===== config.mk =====
export PLATFORM = sky130hd
export DESIGN_NAME = sre_front
export DESIGN_NICKNAME = d
export VERILOG_FILES = /design/src/sv/sre_pkg.sv /design/src/sv/sre_front.sv
export SDC_FILE = /design/constraint.sdc
export NUM_CORES = 1
export LEC_CHECK = 0
export BUFFER_PORTS_ARGS = -buffer_cell sky130_fd_sc_hd__buf_2
export CORE_MARGIN = 5
export CORE_UTILIZATION = 53
export CTS_CLUSTER_SIZE = 8
export DETAILED_ROUTE_END_ITERATION = 12
export GPL_TIMING_DRIVEN = 0
export MAX_ROUTING_LAYER = met4
export PLACE_DENSITY = 0.77
export SLEW_MARGIN = 20
export SYNTH_ARGS = -nofsm -noshare
export SYNTH_HDL_FRONTEND = slang
export SYNTH_SLANG_ARGS = --single-unit

===== constraint.sdc =====
create_clock -name clk -period 5.1 [get_ports clk]
set_clock_uncertainty 0.2 [all_clocks]
set_input_delay 1.02 -clock clk [delete_from_list [all_inputs] [get_ports clk]]
set_output_delay 1.02 -clock clk [all_outputs]
set_load 0.03 [all_outputs]

===== src/sv/sre_pkg.sv =====
// shared types, opcodes and sizes for the instruction executor
package sre_pkg;

    localparam int NUM_REGS   = 16;
    localparam int DATA_WORDS = 4096;
    localparam int REG_AW     = $clog2(NUM_REGS);
    localparam int MEM_AW     = $clog2(DATA_WORDS);
    localparam int CLR_W      = MEM_AW + 1;
    localparam int Q_DEPTH    = 2;
    localparam int Q_AW       = 1;

    localparam logic [15:0] INSN_BYTES = 16'd4;

    typedef enum logic [4:0] {
        OP_ADD   = 5'd0,
        OP_SUB   = 5'd1,
        OP_MUL   = 5'd2,
        OP_DIV   = 5'd3,
        OP_AND   = 5'd4,
        OP_OR    = 5'd5,
        OP_XOR   = 5'd6,
        OP_ADDL  = 5'd7,
        OP_SUBL  = 5'd8,
        OP_MOVC  = 5'd9,
        OP_LOAD  = 5'd10,
        OP_STORE = 5'd11,
        OP_CMP   = 5'd12,
        OP_CML   = 5'd13,
        OP_BZ    = 5'd14,
        OP_BNZ   = 5'd15,
        OP_JUMP  = 5'd16,
        OP_NOP   = 5'd17,
        OP_HALT  = 5'd18
    } op_t;

    // execution class chosen by the front end
    typedef enum logic [2:0] {
        CL_ALU,
        CL_DIV,
        CL_LOAD,
        CL_STORE,
        CL_CMP,
        CL_BRANCH,
        CL_OTHER
    } cls_t;

    // one classified instruction word in the queue
    typedef struct packed {
        cls_t                cls;
        op_t                 op;
        logic                use_lit;
        logic [REG_AW-1:0]   rd;
        logic [REG_AW-1:0]   rs1;
        logic [REG_AW-1:0]   rs2;
        logic [31:0]         lit;
        logic [15:0]         pc;
    } dec_t;

    // one result word
    typedef struct packed {
        logic                wen;
        logic [3:0]          widx;
        logic [31:0]         wval;
        logic                zero;
        logic                taken;
        logic [15:0]         npc;
        logic                halt;
        logic                derr;
    } res_t;

endpackage


===== src/sv/sre_front.sv =====
// front end: accepts instruction words, classifies them, queues them for execution
module sre_front (
    input  logic          clk,
    input  logic          rst_n,
    input  logic          push,
    output logic          full,
    input  logic [4:0]    operation,
    input  logic [3:0]    dest_reg,
    input  logic [3:0]    src1_reg,
    input  logic [3:0]    src2_reg,
    input  logic signed [31:0] literal,
    input  logic [15:0]   instr_pc,
    output logic          q_valid,
    input  logic          q_take,
    output sre_pkg::dec_t q_word
);

    sre_pkg::dec_t                  mem_reg [sre_pkg::Q_DEPTH];
    logic [sre_pkg::Q_AW-1:0]       wptr_reg, rptr_reg;
    logic [sre_pkg::Q_AW:0]         cnt_reg;
    sre_pkg::dec_t                  dec;
    logic                           do_push, do_pop;

    // classify the incoming opcode
    always_comb
    begin
        dec.op      = sre_pkg::op_t'(operation);
        dec.rd      = sre_pkg::REG_AW'(dest_reg);
        dec.rs1     = sre_pkg::REG_AW'(src1_reg);
        dec.rs2     = sre_pkg::REG_AW'(src2_reg);
        dec.lit     = literal;
        dec.pc      = instr_pc;
        dec.use_lit = 1'b0;
        dec.cls     = sre_pkg::CL_OTHER;
        unique case (operation)
            sre_pkg::OP_ADD, sre_pkg::OP_SUB, sre_pkg::OP_MUL, sre_pkg::OP_AND,
            sre_pkg::OP_OR, sre_pkg::OP_XOR:
                dec.cls = sre_pkg::CL_ALU;
            sre_pkg::OP_ADDL, sre_pkg::OP_SUBL, sre_pkg::OP_MOVC:
            begin
                dec.cls     = sre_pkg::CL_ALU;
                dec.use_lit = 1'b1;
            end
            sre_pkg::OP_DIV:   dec.cls = sre_pkg::CL_DIV;
            sre_pkg::OP_LOAD:  dec.cls = sre_pkg::CL_LOAD;
            sre_pkg::OP_STORE: dec.cls = sre_pkg::CL_STORE;
            sre_pkg::OP_CMP:   dec.cls = sre_pkg::CL_CMP;
            sre_pkg::OP_CML:
            begin
                dec.cls     = sre_pkg::CL_CMP;
                dec.use_lit = 1'b1;
            end
            sre_pkg::OP_BZ, sre_pkg::OP_BNZ, sre_pkg::OP_JUMP:
                dec.cls = sre_pkg::CL_BRANCH;
            sre_pkg::OP_HALT:  dec.cls = sre_pkg::CL_OTHER;
            default:
            begin
                dec.cls = sre_pkg::CL_OTHER;
                dec.op  = sre_pkg::OP_NOP;
            end
        endcase
    end

    assign full    = (cnt_reg == (sre_pkg::Q_AW+1)'(sre_pkg::Q_DEPTH));
    assign q_valid = (cnt_reg != '0);
    assign q_word  = mem_reg[rptr_reg];
    assign do_push = push && !full;
    assign do_pop  = q_take && q_valid;

    // queue storage
    always_ff @(posedge clk)
    begin
        if (do_push)
            mem_reg[wptr_reg] <= dec;
    end

    // queue pointers
    always_ff @(posedge clk or negedge rst_n)
    begin
        if (!rst_n)
        begin
            wptr_reg <= '0;
            rptr_reg <= '0;
            cnt_reg  <= '0;
        end
        else
        begin
            if (do_push)
                wptr_reg <= wptr_reg + 1'b1;
            if (do_pop)
                rptr_reg <= rptr_reg + 1'b1;
            if (do_push && !do_pop)
                cnt_reg <= cnt_reg + 1'b1;
            else if (!do_push && do_pop)
                cnt_reg <= cnt_reg - 1'b1;
        end
    end

`ifndef ASSERT_OFF
    a_no_overflow: assert property (@(posedge clk) disable iff (!rst_n)
        full |-> cnt_reg == (sre_pkg::Q_AW+1)'(sre_pkg::Q_DEPTH))
        else $error("queue count beyond depth");
    a_cnt_bound: assert property (@(posedge clk) disable iff (!rst_n)
        cnt_reg <= (sre_pkg::Q_AW+1)'(sre_pkg::Q_DEPTH))
        else $error("queue count out of range");
    a_push_count: assert property (@(posedge clk) disable iff (!rst_n)
        (do_push && !do_pop) |=> cnt_reg == $past(cnt_reg) + 1'b1)
        else $error("push lost");
`endif

endmodule


* After elaboration in Yosys (flattened, before gate mapping)
Memory sizes are Yosys's and may differ from the RTL's.
Cells that the tools add are included.
** Operators by class
- Multiplexer cells :: 7
- Reduce and logical (&&, ||, !) cells :: 15
- Equal/unequal tests :: 18
- $add $sub $neg :: 4
** Operator list (number)
- 5-bit by 4-bit == test with 1-bit output, second input constant :: 8
- 5-bit by 3-bit == test with 1-bit output, second input constant :: 4
- 3-bit one-hot mux with 6 select lines :: 1
- 18-bit OR reduction :: 1
- 5-bit by 2-bit == test with 1-bit output, second input constant :: 2
- 5-bit == test, second input constant :: 2
- 9-bit OR reduction :: 1
- 5-bit by 1-bit == test with 1-bit output, second input constant :: 1
- 5-bit logical NOT :: 1
- 5-bit two-way mux :: 1
- 1-bit logical AND :: 4
- 2-bit two-way mux :: 2
- 2-bit nonzero test :: 2
- 4-bit OR reduction :: 1
- 1-bit logical NOT :: 3
- 1-bit two-way mux :: 3
- 3-bit OR reduction :: 1
- 1-bit adder, second input constant :: 2
- 2-bit by 1-bit adder with 2-bit output, second input constant :: 1
- 2-bit == test, second input constant :: 1
- 2-bit OR reduction :: 1
- 2-bit by 1-bit subtractor with 2-bit output, second input constant :: 1
** Storage, ports and cells
- Output and inout bits :: 71
- Memory bits (writable) :: 138
- Input port bits :: 69
- Memories kept :: 1
- Flip-flop bits (word level) :: 4
** Memory list
- mem_reg :: depth 2, bits a word 69, rd ports 1, clocked after Yosys merged registers in 0, write ports 1, RTL line sre_front.sv:18 : sre_pkg::dec_t mem_reg [sre_pkg::Q_DEPTH];

* Depth between registers and ports, before layout
- Word-level depth :: 7
- Mapped depth :: 7

* Least setup slack after synthesis
Ideal clock, no wire load.
- Path kind :: input-to-reg
- Start :: input push
- End :: memory mem_reg[0][0] (netlist bit), enable pin
- Setup time :: 496 ps
- Stages on the path :: 2
- Path buffers :: 0
- Data required time :: 4404 ps
- Data arrival time :: 3991 ps
- Setup slack :: 412 ps
- Cells stage by stage :: nand2_1 nor2_1
** Between the ends
- Longest elaborated chain between the ends :: 3
** RTL lines
- start, declared :: RTL line sre_front.sv:5 : input logic push,
- 1-bit logical AND :: RTL line sre_front.sv:67 : assign do_push = push && !full;
- 1-bit two-way mux :: RTL line sre_front.sv:73 : if (do_push)
- 1-bit two-way mux (not written as such) :: RTL line sre_front.sv:74 : mem_reg[wptr_reg] <= dec;
- end, declared :: RTL line sre_front.sv:18
No other way between the ends.

==> flow_summary.ini <==
[power_and_ir_drop]
p_leak_nw = 2.911
total_power_w = 0.004661
p_per_area_nw_per_um2 = 648.0
vdd_drop_max_uv = 356.8

[placement]
gp_congestion = 0.7636
place_area_sq_um = 6628
dpl.cell_count = 535
dp_hpwl_mm = 6.712
placement.io_buffers = 138

[global_routing]
antenna_found_initial = 1
grtUsageTotal = 0.1606
overflow = 0
grt_max_degree = 36
grt_pass1_wl_mm = 14.90
grt_pass1_vias = 2982

[final_layout]
nFillCells = 698
drive_gt1_frac = 0.5824
finish.utilization = 0.6937
syn_to_final_growth_pct = 27.11
fin_cells = 568
final_area_sq_um = 7193
num-nets-final = 488
largest_reg_flops = 138

[synth]
syn_avg_cell_area_sq_um = 22.02
yosysSeqAreaShare = 0.7499
synth_nets = 327
synth_area_sq_um = 5659
ys_ff_latch = 142
synth_cells = 257
yosys_warnings = 0
ys_types = 27

[cts]
cts_tree = built
cts_hold_buf = 0
htree_levels = 4
clk_pin_slew_ns = 0.06
cts_sinks = 142
post-cts-setup-buffers = 0
cts_buffer_depth = 2
root_buffer = clkbuf_8
clk_latency_ns = 0.50
cts_made_buffers = 17
ctsResizeCount = 0

[setup_path]
r2r_start = cnt_reg[0]
crit_type = register to primary output
crit_required_ns = 3.88
crit_arrival_ns = 1.71
path_max_fanout = 10
r2r_slack_ns = 3.05
critPathCaptureType = primary output
start_kind = register
reg2regPathDepth = 5
r2r_end = mem_reg[0][31]

[sta]
slew_headroom = 0.6625
report.final.slew_viol_count = 0
tightest_slew_ns = 0.5050
fin_crit_sh = 0.5754
grt_setup_unrepaired = false
period_needed_ns = 2.935
hold_viol = 0
setup_viol = 0
timing.fmax_ghz = 0.3408

[die]
die_x_um = 113.3
io_pins = 140
die_y_um = 113.3
die_area_sq_um = 12840
core.rowCount = 37
initial_utilization = 0.5457
core_sq_um = 10370

[routing]
firstDrtPassIters = 4
drt_iter0_markers = 91
drcViolationCount = 0
wl_per_cell_um = 16.99
vias = 2804
viasPerCell = 4.937
drt-total-wl_mm = 9.651
ant_nets = 0

[outcome]
outcome = finished clean

[flow_run]
maxCapViolations = 0

[min_path]
min_path_type = primary input to async pin
cells by family (layout without fill, tap and decap cells):
| kind of cell | after synthesis | after routing | share of synthesized area |
|---|---|---|---|
| muxes | 69 | 69 | 0.1831 |
| and+or+nand+nor | 20 | 20 | 0.01990 |
| other | 0 | 1 | 0 |
| adders and majority gates | 1 | 1 | 0.002211 |
| buffers and inverters | 13 | 187 | 0.03029 |
| xor gates and xnor gates | 5 | 5 | 0.007740 |
| DFF | 142 | 142 | 0.7499 |
| AOI/OAI and AO/OA | 7 | 7 | 0.006853 |
critical path: stages (launching register included):
cell and delay [ns]:
dfrtp_1 0.33, buf_6 0.21, buf_12 0.18, mux2_4 0.31
buf_2 0.18
area by class of cell:
type / count / area [sq um] / area share
diodes: 1 / 2.502 / 0.0003479
repair buffers: 142 / 785.8 / 0.1092
clock inverters: 14 / 145.1 / 0.02018
well taps: 136 / 170.2 / 0.02366
clock buffers: 18 / 417.9 / 0.05810
multi-input cells: 102 / 1256 / 0.1746
flip-flops and latches: 142 / 4244 / 0.5900
plain buffers: 10 / 160.2 / 0.02226
inverters: 3 / 11.26 / 0.001565
layout by cell type (no fill, tap or decap), types with 2 or more instances in the layout:
| master | n |
|---|---|
| buf_12 | 9 |
| buf_16 | 2 |
| buf_2 | 139 |
| bufinv_16 | 2 |
| clkbuf_1 | 2 |
| clkbuf_16 | 16 |
| clkinv_1 | 2 |
| clkinv_4 | 3 |
| clkinvlp_4 | 5 |
| dfrtp_1 | 4 |
| edfxtp_1 | 138 |
| inv_1 | 3 |
| mux2_4 | 69 |
| nand2_1 | 4 |
| nand2b_1 | 3 |
| nor2b_1 | 3 |
| nor3_1 | 2 |
| o21ai_0 | 3 |
| xnor2_1 | 3 |
| xor2_1 | 2 |
how the worst max path moves through the flow:
stage | slack (ns) | from | endpoint
final | 2.17 | rptr_reg | q_word[19]
after floorplan | 0.41 | push | mem_reg[0][0]
after detailed placement | 2.48 | push | mem_reg[0][31]
after global placement | -1.27 | push | mem_reg[0][48]
after global routing | 2.08 | rptr_reg | q_word[19]
after CTS | 2.13 | rptr_reg | q_word[21]
metal layers:
layer  wire length [um]  vias to the layer above  track usage  share of wire
met3                842                       11      0.05936          0.087
met4                112                        0      0.06010          0.012
met5                  0                        -            -              0
li1                   -                     1332            -              -
met1               3937                     1350       0.1865           0.41
met2               4759                      111       0.2567           0.49
Yosys cell counts:
| cell type | number | area (sq um) |
|---|---|---|
| a21oi_1 | 1 | 5.000 |
| a31oi_1 | 1 | 6.260 |
| and3_1 | 1 | 6.260 |
| buf_12 | 7 | 140.1 |
| buf_2 | 1 | 5.000 |
| buf_6 | 1 | 11.26 |
| clkbuf_1 | 1 | 3.750 |
| dfrtp_1 | 4 | 100.1 |
| edfxtp_1 | 138 | 4144 |
| ha_1 | 1 | 12.51 |
| inv_1 | 3 | 11.26 |
| mux2_4 | 69 | 1036 |
| nand2_1 | 4 | 15.01 |
| nand2b_1 | 3 | 18.77 |
| nand3_1 | 1 | 5.000 |
| nand3b_1 | 1 | 7.510 |
| nand4b_1 | 1 | 8.760 |
| nor2_1 | 2 | 7.510 |
| nor2b_1 | 3 | 18.77 |
| nor3_1 | 2 | 10.01 |
| nor4b_1 | 1 | 8.760 |
| o21a_1 | 1 | 7.510 |
| o21ai_0 | 3 | 15.01 |
| o21ai_1 | 1 | 5.000 |
| or2_1 | 1 | 6.260 |
| xnor2_1 | 3 | 26.28 |
| xor2_1 | 2 | 17.52 |
stage by stage:
step                setup WS (ns)  hold WS (ns)  TNS [ns]
global placement           -1.275        0.2719    -87.70
global route                2.077       0.08585         0
finish                      2.165        0.1103         0
CTS                         2.128       0.08630         0
detailed placement          2.483        0.2858         0
floorplan                  0.4125        0.2564         0
report_power, final:
part | leakage [nW] | switching, W | total, W | internal, W
logic | 1.32 | 0.00107 | 0.00185 | 0.000790
clock network | 0.258 | 0.000446 | 0.00114 | 0.000693
registers | 1.33 | 0.0000699 | 0.00167 | 0.00160
(Power assumes the default switching activity.)
